**src/hdl/cmfs_pkg.sv**
```systemverilog
// shared types and constants for the cube map face selection block
package cmfs_pkg;

  // width of each direction component (signed, Q1.15 at the default)
  localparam int COMP_BITS = 16;

  // coordinate format: unsigned Q0.16, quotient carries one extra bit for 1.0
  localparam int COORD_BITS = 16;
  localparam int FRAC_BITS  = COORD_BITS - 1;
  localparam int Q_BITS     = COORD_BITS + 1;

  // divider stages: integer step plus one stage per fraction bit
  localparam int DIV_LAT = FRAC_BITS + 1;

  localparam int FACE_BITS = 3;

  localparam logic [FACE_BITS-1:0] FACE_POS_X = 3'd0;
  localparam logic [FACE_BITS-1:0] FACE_NEG_X = 3'd1;
  localparam logic [FACE_BITS-1:0] FACE_POS_Y = 3'd2;
  localparam logic [FACE_BITS-1:0] FACE_NEG_Y = 3'd3;
  localparam logic [FACE_BITS-1:0] FACE_POS_Z = 3'd4;
  localparam logic [FACE_BITS-1:0] FACE_NEG_Z = 3'd5;

  // one half in Q0.16, and the saturated top code
  localparam logic [COORD_BITS-1:0] COORD_HALF = 16'h8000;
  localparam logic [COORD_BITS-1:0] COORD_MAX  = 16'hFFFF;

  typedef struct packed {
    logic signed [COMP_BITS-1:0] dir_x;
    logic signed [COMP_BITS-1:0] dir_y;
    logic signed [COMP_BITS-1:0] dir_z;
  } cmfs_in_t;

  typedef struct packed {
    logic [FACE_BITS-1:0]  face;
    logic [COORD_BITS-1:0] coord_u;
    logic [COORD_BITS-1:0] coord_v;
    logic                  degenerate;
  } cmfs_out_t;

  // per-item sideband that rides alongside the divider
  typedef struct packed {
    logic [FACE_BITS-1:0] face;
    logic                 degenerate;
  } cmfs_side_t;

endpackage

```
**src/hdl/cmfs_div.sv**
```systemverilog
// pipelined restoring divider: floor(num * 2^15 / den), integer step then one fraction bit per stage
module cmfs_div (
  input  logic                                  clk,
  input  logic [cmfs_pkg::COMP_BITS:0]          num,
  input  logic [cmfs_pkg::COMP_BITS-1:0]        den,
  output logic [cmfs_pkg::Q_BITS-1:0]           quot
);

  localparam int W = cmfs_pkg::COMP_BITS;
  localparam int F = cmfs_pkg::FRAC_BITS;
  localparam int Q = cmfs_pkg::Q_BITS;

  logic [W-1:0] rem_r [0:F];
  logic [W-1:0] rem_nxt [0:F];
  logic [W-1:0] den_r [0:F];
  logic [Q-1:0] quot_r [0:F];
  logic [Q-1:0] quot_nxt [0:F];

  logic [W:0] den_ext;
  logic [W:0] den_dbl;
  logic [W:0] rem2;

  always_comb begin
    // integer part is 0, 1 or 2 since num never exceeds twice den
    den_ext = {1'b0, den};
    den_dbl = {den, 1'b0};
    quot_nxt[0] = '0;
    if (num >= den_dbl) begin
      quot_nxt[0][Q-1] = 1'b1;
      rem_nxt[0]       = '0;
    end else if (num >= den_ext) begin
      quot_nxt[0][Q-2] = 1'b1;
      rem_nxt[0]       = W'(num - den_ext);
    end else begin
      rem_nxt[0] = W'(num);
    end

    rem2 = '0;
    for (int k = 1; k <= F; k++) begin
      rem2        = {rem_r[k-1], 1'b0};
      quot_nxt[k] = quot_r[k-1];
      if (rem2 >= {1'b0, den_r[k-1]}) begin
        rem_nxt[k]        = W'(rem2 - {1'b0, den_r[k-1]});
        quot_nxt[k][F-k]  = 1'b1;
      end else begin
        rem_nxt[k] = W'(rem2);
      end
    end
  end

  always_ff @(posedge clk) begin
    rem_r[0]  <= rem_nxt[0];
    quot_r[0] <= quot_nxt[0];
    den_r[0]  <= den;
    for (int k = 1; k <= F; k++) begin
      rem_r[k]  <= rem_nxt[k];
      quot_r[k] <= quot_nxt[k];
      den_r[k]  <= den_r[k-1];
    end
  end

  assign quot = quot_r[F];

endmodule

```
**src/hdl/cube_map_face_select.sv**
```systemverilog
// top level of the cube map face selection pipeline
//
// takes one direction vector per cycle and returns its cube face and the
// (u, v) face coordinates in unsigned Q0.16. busy is high only while reset
// is applied and for the cycle after it; otherwise a transfer is taken on
// every clock with start high. each result appears on out_data for exactly
// one cycle with out_valid high; the receiver cannot hold it off. between
// input and output lie the magnitude stage, the face select stage, the two
// coordinate dividers (16 stages: an integer step, then one fraction bit
// per stage) and the output register. a zero vector selects +Z, reports
// degenerate and returns one half for u and v; a coordinate of exactly 1.0
// saturates to the top code.
module cube_map_face_select (
  input  logic                clk,
  input  logic                rst_n,
  input  logic                start,
  output logic                busy,
  input  cmfs_pkg::cmfs_in_t  in_data,
  output logic                out_valid,
  output cmfs_pkg::cmfs_out_t out_data
);

  localparam int W = cmfs_pkg::COMP_BITS;
  localparam int L = cmfs_pkg::DIV_LAT;

  // ---------------------------------------------------------------------
  // control
  // ---------------------------------------------------------------------
  logic busy_r;
  logic in_xfer;

  assign busy    = busy_r;
  assign in_xfer = start & ~busy_r;

  // ---------------------------------------------------------------------
  // stage a: register components and their magnitudes
  // ---------------------------------------------------------------------
  logic                valid_a_r;
  logic signed [W-1:0] x_a_r, y_a_r, z_a_r;
  logic [W-1:0]        ax_a_r, ay_a_r, az_a_r;
  logic [W-1:0]        ax_nxt, ay_nxt, az_nxt;

  // two's complement negate of the most negative value lands on 2^(W-1),
  // which is the right magnitude when read unsigned
  always_comb begin
    ax_nxt = in_data.dir_x[W-1] ? W'(~in_data.dir_x + 1'b1) : W'(in_data.dir_x);
    ay_nxt = in_data.dir_y[W-1] ? W'(~in_data.dir_y + 1'b1) : W'(in_data.dir_y);
    az_nxt = in_data.dir_z[W-1] ? W'(~in_data.dir_z + 1'b1) : W'(in_data.dir_z);
  end

  // ---------------------------------------------------------------------
  // stage b: pick the major axis, apply face signs, form numerators
  // ---------------------------------------------------------------------
  logic                          valid_b_r;
  cmfs_pkg::cmfs_side_t          side_b_r, side_b_nxt;
  logic [W-1:0]                  major_b_r, major_nxt;
  logic [W:0]                    num_u_b_r, num_v_b_r, num_u_nxt, num_v_nxt;

  logic signed [W:0] xe, ye, ze;
  logic signed [W:0] su, sv;
  logic              z_major, y_major;

  always_comb begin
    xe = {x_a_r[W-1], x_a_r};
    ye = {y_a_r[W-1], y_a_r};
    ze = {z_a_r[W-1], z_a_r};

    // ties go to z, then y
    z_major = (az_a_r >= ax_a_r) && (az_a_r >= ay_a_r);
    y_major = (ay_a_r >= ax_a_r);

    if (z_major) begin
      side_b_nxt.face = z_a_r[W-1] ? cmfs_pkg::FACE_NEG_Z : cmfs_pkg::FACE_POS_Z;
      major_nxt       = az_a_r;
      su              = z_a_r[W-1] ? -xe : xe;
      sv              = -ye;
    end else if (y_major) begin
      side_b_nxt.face = y_a_r[W-1] ? cmfs_pkg::FACE_NEG_Y : cmfs_pkg::FACE_POS_Y;
      major_nxt       = ay_a_r;
      su              = xe;
      sv              = y_a_r[W-1] ? -ze : ze;
    end else begin
      side_b_nxt.face = x_a_r[W-1] ? cmfs_pkg::FACE_NEG_X : cmfs_pkg::FACE_POS_X;
      major_nxt       = ax_a_r;
      su              = x_a_r[W-1] ? ze : -ze;
      sv              = -ye;
    end

    side_b_nxt.degenerate = (major_nxt == '0);

    // major + minor lies in 0 .. 2*major, so the W+1 bit sum is exact
    num_u_nxt = (W + 1)'({1'b0, major_nxt} + su);
    num_v_nxt = (W + 1)'({1'b0, major_nxt} + sv);
  end

  // ---------------------------------------------------------------------
  // dividers: 32768 * num / major, one per coordinate
  // ---------------------------------------------------------------------
  logic [cmfs_pkg::Q_BITS-1:0] quot_u, quot_v;

  cmfs_div u_div_u (
    .clk  (clk),
    .num  (num_u_b_r),
    .den  (major_b_r),
    .quot (quot_u)
  );

  cmfs_div u_div_v (
    .clk  (clk),
    .num  (num_v_b_r),
    .den  (major_b_r),
    .quot (quot_v)
  );

  // face and degenerate flag follow the dividers through a matching delay line
  logic                 valid_d_r [0:L-1];
  cmfs_pkg::cmfs_side_t side_d_r  [0:L-1];

  // ---------------------------------------------------------------------
  // output register: saturate 1.0, force one half on a zero vector
  // ---------------------------------------------------------------------
  logic                out_valid_r;
  cmfs_pkg::cmfs_out_t out_r, out_nxt;

  function automatic logic [cmfs_pkg::COORD_BITS-1:0] sat_coord(
    input logic [cmfs_pkg::Q_BITS-1:0] q
  );
    if (q[cmfs_pkg::Q_BITS-1]) begin
      return cmfs_pkg::COORD_MAX;
    end
    return q[cmfs_pkg::COORD_BITS-1:0];
  endfunction

  always_comb begin
    out_nxt.face       = side_d_r[L-1].face;
    out_nxt.degenerate = side_d_r[L-1].degenerate;
    if (side_d_r[L-1].degenerate) begin
      out_nxt.coord_u = cmfs_pkg::COORD_HALF;
      out_nxt.coord_v = cmfs_pkg::COORD_HALF;
    end else begin
      out_nxt.coord_u = sat_coord(quot_u);
      out_nxt.coord_v = sat_coord(quot_v);
    end
  end

  assign out_valid = out_valid_r;
  assign out_data  = out_r;

  // ---------------------------------------------------------------------
  // valid bits: reset raises busy and clears them
  // ---------------------------------------------------------------------
  always_ff @(posedge clk) begin
    if (!rst_n) begin
      busy_r      <= 1'b1;
      valid_a_r   <= 1'b0;
      valid_b_r   <= 1'b0;
      out_valid_r <= 1'b0;
      for (int k = 0; k < L; k++) begin
        valid_d_r[k] <= 1'b0;
      end
    end else begin
      busy_r       <= 1'b0;
      valid_a_r    <= in_xfer;
      valid_b_r    <= valid_a_r;
      valid_d_r[0] <= valid_b_r;
      for (int k = 1; k < L; k++) begin
        valid_d_r[k] <= valid_d_r[k-1];
      end
      out_valid_r <= valid_d_r[L-1];
    end
  end

  // ---------------------------------------------------------------------
  // payload registers: no reset needed
  // ---------------------------------------------------------------------
  always_ff @(posedge clk) begin
    x_a_r  <= in_data.dir_x;
    y_a_r  <= in_data.dir_y;
    z_a_r  <= in_data.dir_z;
    ax_a_r <= ax_nxt;
    ay_a_r <= ay_nxt;
    az_a_r <= az_nxt;

    side_b_r  <= side_b_nxt;
    major_b_r <= major_nxt;
    num_u_b_r <= num_u_nxt;
    num_v_b_r <= num_v_nxt;

    side_d_r[0] <= side_b_r;
    for (int k = 1; k < L; k++) begin
      side_d_r[k] <= side_d_r[k-1];
    end

    out_r <= out_nxt;
  end

endmodule

```
**config.mk**
```make
export PLATFORM = sky130hd
export DESIGN_NAME = cube_map_face_select
export DESIGN_NICKNAME = d
export VERILOG_FILES = /design/src/hdl/cmfs_pkg.sv /design/src/hdl/cmfs_div.sv /design/src/hdl/cube_map_face_select.sv
export SDC_FILE = /design/constraint.sdc
export NUM_CORES = 2
export LEC_CHECK = 0
export ABC_AREA = 1
export BUFFER_PORTS_ARGS = -buffer_cell sky130_fd_sc_hd__buf_2
export CELL_PAD_IN_SITES_DETAIL_PLACEMENT = 1
export CELL_PAD_IN_SITES_GLOBAL_PLACEMENT = 1
export CORE_MARGIN = 2
export CORE_UTILIZATION = 44
export CTS_CLUSTER_DIAMETER = 80
export DETAILED_ROUTE_END_ITERATION = 7
export PLACE_DENSITY_LB_ADDON = 0.12
export SLEW_MARGIN = 10
export SYNTH_ARGS = -nofsm -noshare
export SYNTH_HDL_FRONTEND = slang
export SYNTH_SLANG_ARGS = --single-unit
```
**constraint.sdc**
```tcl
create_clock -name clk -period 3.3 [get_ports clk]
set_clock_uncertainty 0.15 [all_clocks]
set_input_delay 0.495 -clock clk [delete_from_list [all_inputs] [get_ports clk]]
set_output_delay 0.495 -clock clk [all_outputs]
set_load 0.1 [all_outputs]
```
**After elaboration in Yosys (flattened, before gate mapping)**

Memory sizes are Yosys's and may differ from the RTL's. A register that Yosys moved wholly into a read port is not among the register bits.
Index checks and enable logic that the tools add are counted.
W data, S select, Z words.

- Register bits after elaboration: 189
- Bits in writable memories: 1648
- Memories kept: 8
- Logic and storage cells: 243
- Input bits: 51

- Bitwise gates (word level): 21
- Magnitude comparators: 37
- Add/subtract/negate cells: 40
- Reductions and logical operators: 3
- Muxes and demuxes: 113

Memory list:

| name | depth | bits a word | rd ports | clocked after memory_dff | wr ports | line | RTL |
|---|---|---|---|---|---|---|---|
| u_div_u.quot_r | 16 | 17 | 16 | 0 | 16 | cmfs_div.sv:16 | `logic [Q-1:0] quot_r [0:F];` |
| u_div_v.quot_r | 16 | 17 | 16 | 0 | 16 | cmfs_div.sv:16 |  |
| u_div_u.den_r | 16 | 16 | 15 | 0 | 16 | cmfs_div.sv:15 | `logic [W-1:0] den_r [0:F];` |
| u_div_u.rem_r | 16 | 16 | 15 | 0 | 16 | cmfs_div.sv:13 | `logic [W-1:0] rem_r [0:F];` |
| u_div_v.den_r | 16 | 16 | 15 | 0 | 16 | cmfs_div.sv:15 |  |
| u_div_v.rem_r | 16 | 16 | 15 | 0 | 16 | cmfs_div.sv:13 |  |
| 2 more memories | -- | -- | -- | -- | -- | -- |  |

Operators with widths:

| cell | count |
|---|---|
| $mux W16 | 40 |
| $ge A17 B16 Y1 | 32 |
| $sub A16 B16 Y16 | 32 |
| $mux W17 | 7 |
| $mux W1 | 61 |
| $neg A16 Y17 | 3 |
| $add A16 B1 Y16 const B | 3 |
| $ge A16 B16 Y1 | 3 |
| $not A16 Y16 | 3 |
| $mux W15 | 3 |
| $add A16 B17 Y17 | 2 |
| $ge A17 B17 Y1 | 2 |
| $logic_not A16 Y1 | 1 |
| $or A1 B1 Y1 | 16 |
| $mux W3 | 1 |
| $mux W2 | 1 |
| $and A1 B1 Y1 | 1 |
| $logic_and A1 B1 Y1 | 1 |
| $logic_not A1 Y1 | 1 |
| $not A1 Y1 | 1 |

**Depth between registers and ports, before layout**

- Word-level depth: 5
- Mapped depth: 25
- Gate-level depth less buffers: 25

**Cells and area by module**

Synthesis repeated with hierarchy kept, for this count alone.

- Cells, all modules: 10058
- Area, all modules: 75165.8 um2

By module, submodules not included:

| module | cells an instance | area each (um2) | times used | sequential area each (um2) |
|---|---|---|---|---|
| cmfs_div (u_div_u) | 4328 | 32004.4 | 1 | 12652.1 |
| cmfs_div (u_div_v) | 4333 | 31586.5 | 1 | 12652.1 |
| cube_map_face_select | 1397 | 11574.9 | 1 | 5345.1 |

**Least setup slack after synthesis**

Ideal clock, no wire load.

- Path type: reg-to-reg
- Start point: reg, netlist name y_a_r[0]
- End point: reg num_u_b_r[14]
- Slack: -0.251 ns
- Cell stages (with the launch flop): 24
- Path buffers: 1
- Clock period less this slack: 3.551 ns
- Data arrival time: 3.330 ns
- Cell sequence: dfxtp_1 > inv_1 > ha_1 > nand2_1 > nand3_1 > nand2_1 > nand2_1 > nand2_1 > nand2_1 > nand2_1 > nand2_2 > inv_1 > nand2_2 > buf_2 > o21ai_0 > ha_1 > inv_1 > fa_1 > o21ai_1 > a31oi_1 > o21ai_2 > a21oi_1 > o21ai_0 > xor2_1

RTL lines:

| item | line | RTL |
|---|---|---|
| end signal: assignment | cube_map_face_select.sv:186 | `num_u_b_r <= num_u_nxt;` |
| end: declaration | cube_map_face_select.sv:57 | `logic [W:0] num_u_b_r, num_v_b_r, num_u_nxt, num_v_nxt;` |

**Worst setup path in the final report**

- Start point: reg az_a_r[15]
- End point: reg major_b_r[0]

- Word-level cells in the longest chain between the ends: 3
- Elaborated cells between the ends (all ways): 4

Ends and longest elaborated chain:

| item | line | RTL |
|---|---|---|
| start: declaration | cube_map_face_select.sv:40 | `logic [W-1:0] ax_a_r, ay_a_r, az_a_r;` |
| start signal: assignment | cube_map_face_select.sv:182 | `az_a_r <= az_nxt;` |
| $ge A16 B16 Y1 | cube_map_face_select.sv:69 | `z_major = (az_a_r >= ax_a_r) && (az_a_r >= ay_a_r);` |
| $logic_and A1 B1 Y1 * | cube_map_face_select.sv:69 |  |
| $mux W16 * | cube_map_face_select.sv:72 | `if (z_major) begin` |
| net major_nxt[0] | cube_map_face_select.sv:56 | `logic [W-1:0] major_b_r, major_nxt;` |
| end signal: assignment | cube_map_face_select.sv:185 | `major_b_r <= major_nxt;` |
| end: declaration | cube_map_face_select.sv:56 |  |

Mark *: on every way through the listed nets, which the timed path passes. The rest lies on a longest branch.
A chain may end at the register's enable or synchronous reset.

==> flow_summary.toml <==
[layout]
ff_latch_area_mm2 = 0.0259
multi_input_area_mm2 = 0.0337
final_common_cell = "nand2_1"
drive_above_1_share = 0.127
fin_nets = 8705
fillers = 17000
syn_to_final_growth_pct = 17.1
final_area_mm2 = 0.0731
final_util = 0.517
fin_cells = 9995
final_cell_mix = "nand2_1, dfxtp_1, inv_1, ha_1, nand3_1"

[synth]
synth_cell_types = 61
avgSynthCellArea_um2 = 8.26
yosys.area.top_type = "dfxtp_1"
synth.top_cell.area_share = 0.414
synthesis.nets = 8267
yosysSeqAreaShare = 0.414
synth_edf_count = 0
synth.cell_area_mm2 = 0.0624
synth_cells = 7556
ys_async_sr_fraction = 0
synth-main-ff-cell = "dfxtp_1"
netlist_top_cells_area = "dfxtp_1, ha_1, nand2_1, inv_1, nand3_1"
yosys_warnings = 0
ys_ff_latch = 1291

[die]
die_h_um = 381
core_mm2 = 0.141
pin_count = 89
die_area_mm2 = 0.145
row_count = 138
die_width_um = 381
start_util = 0.442

[global_routing]
grt_max_degree = 34
track_usage = 0.274
grt_pass1_vias = 53800
grt_overflow = 0
grt_pass1_wl_mm = 310
grt_antenna_before_repair = 3

[route]
viasPerCell = 5.15
drt-total-wl_mm = 201
antenna_left = 0
routedWlPerCell_um = 20.1
drt_iter0_drc = 2546
num_vias = 51500
dr.pass1.iters = 7
drc_errors = 0

[setup_path]
worstPathArrival_ps = 4200
cp_max_fo = 7
worst_ep_required_time_ps = 3840
rr_worst_depth = 24
end_kind = "flip-flop"
crit_type = "flip-flop to flip-flop"
crit_path_start_kind = "flip-flop"
reg2reg_slack_ps = -370
r2r-end = "major_b_r[0]$_DFF_P_"
reg2reg_from = "az_a_r[15]$_SDFF_PN0_"

[clock_network]
cts_tree = "yes"
numCtsBuffers = 142
cts.sinks = 1291
htree_levels = 4
cts.clk_slew.worst_paths_ps = 60
clockBufferDepth = 3
insertion_delay_ps = 810
cts_root_buf = "clkbuf_16"

[sta]
hold_violations = 0
finalSetupViolations = 23
post-route-period-util = 1.11
fin_ws_ps = -367
slew_violations = 0
fmax_mhz = 273
fin_crit_ps = 3670
worst_pin_slew_ps = 1250
rsz0062_at_grt = "yes"
max-slew-margin-rel = 0.163

[hold_path]
hp-start = "side_d_r[0][7]$_DFF_P_"
min_path_type = "flip-flop to flip-flop"
min_delay_path_depth = 0
hold_path_end = "side_d_r[0][11]$_DFF_P_"

[outcome]
violations = "setup timing"
status = "finished, violations left"

[place]
dpl.cell_count = 9635
placed_cell_area_mm2 = 0.0662
io_buffers = 88
gp_congestion = 0.919
dp_hpwl_mm = 161

[job]
cap_viol_max_count = 0
## critical path, cell delays in order, from the launching register on
cell and delay, ps:
dfxtp_1 410, ha_1 280, nand2_2 120, o21bai_1 120, nand2_1 80, a21oi_2 140
nand3_2 100, nand2_4 170, buf_6 150, nand3_4 70, o21ai_4 70, inv_2 80
buf_4 140, buf_4 130, buf_4 130, buf_4 130, buf_4 120, buf_4 120
buf_4 120, buf_4 120, buf_4 120, buf_4 120, buf_4 120, buf_4 120
buf_4 130
## routing by layer
| layer | GRT usage | share of wire |
|---|---|---|
| met1 | 0.372 | 0.47 |
| met2 | 0.453 | 0.46 |
| met3 | 0.0347 | 0.036 |
| met4 | 0.0787 | 0.029 |
| met5 | 0 | 0 |
## cell families (layout without fill, tap and decap cells)
logic type               after synthesis  after routing  share of synthesized area
buffers and inverters                939           1487                     0.0624
XOR/XNOR                             474            474                     0.0665
other                                  0              1                          0
adder cells (fa/ha/maj)              660            660                      0.136
AO/OA/AOI/OAI                        997            997                     0.0973
flip-flops                          1291           1291                      0.414
AND/OR/NAND/NOR                     3195           3195                      0.223
## how the worst max path moves through the flow
stage / start / endpoint / slack [ps] / cells after the start
after detailed placement: ay_a_r[3]$_DFF_P_ / num_v_b_r[13]$_DFF_P_ / -480 / 22
after global routing: ax_a_r[11]$_DFF_P_ / num_u_b_r[14]$_DFF_P_ / -520 / 21
after CTS: ax_a_r[9]$_DFF_P_ / num_u_b_r[7]$_DFF_P_ / -240 / 20
after global placement: ay_a_r[3]$_DFF_P_ / num_u_b_r[14]$_DFF_P_ / -390 / 21
final: az_a_r[15]$_SDFF_PN0_ / major_b_r[0]$_DFF_P_ / -370 / 24
after floorplan: ax_a_r[11]$_DFF_P_ / num_u_b_r[14]$_DFF_P_ / -5 / 20
## what timing repair did
action	4_1_cts	5_1_grt
pin swaps	38	63
buffers inserted	36	19
endpoints found under the hold margin	112	0
resized for setup	92	129
hold buffers	51	0
endpoints found under the setup margin	24	29
## final cells by class
class                           instances  share of cell area
Multi-Input combinational cell       5326               0.461
Clock buffer                          185              0.0543
Inverter                              823              0.0428
Sequential cell                      1291               0.354
Timing Repair Buffer                  410              0.0425
Tap cell                             1890              0.0324
Antenna cell                            1           0.0000342
Clock inverter                         69              0.0130
## cells in the mapped netlist, types with 50 or more instances
cell,instances
nand3_1,526
nand2_2,67
o21ai_0,238
inv_1,813
dfxtp_1,1291
ha_1,628
o21ai_2,56
nor3_1,53
nand4_1,91
nand2_1,1896
nand2_4,50
a21o_1,74
a21oi_1,395
xor2_1,276
nor2_1,395
xnor2_1,198
## flip-flops by register name (all words and copies together) (netlist names), 17 cells and up
| register | flops |
|---|---|
| num_u_b_r | 17 |
| num_v_b_r | 17 |
| out_data | 36 |
| side_d_r | 64 |
| u_div_u.den_r | 239 |
| u_div_u.quot_r | 152 |
| u_div_u.rem_r | 240 |
| u_div_v.quot_r | 152 |
| u_div_v.rem_r | 240 |
## stage by stage
step | setup TNS, ps | setup WS (ps) | hold WS [ps]
4_1_cts | -4380 | -243 | 169
5_1_grt | -10820 | -520 | 173
3_3_place_gp | -5410 | -390 | 159
6_report | -6270 | -367 | 170
3_5_place_dp | -7430 | -485 | 163
2_1_floorplan | -4.65 | -4.65 | 160
Power is not shown: default switching activity piles up to over one toggle a cycle in this logic, so the estimate is an artifact.
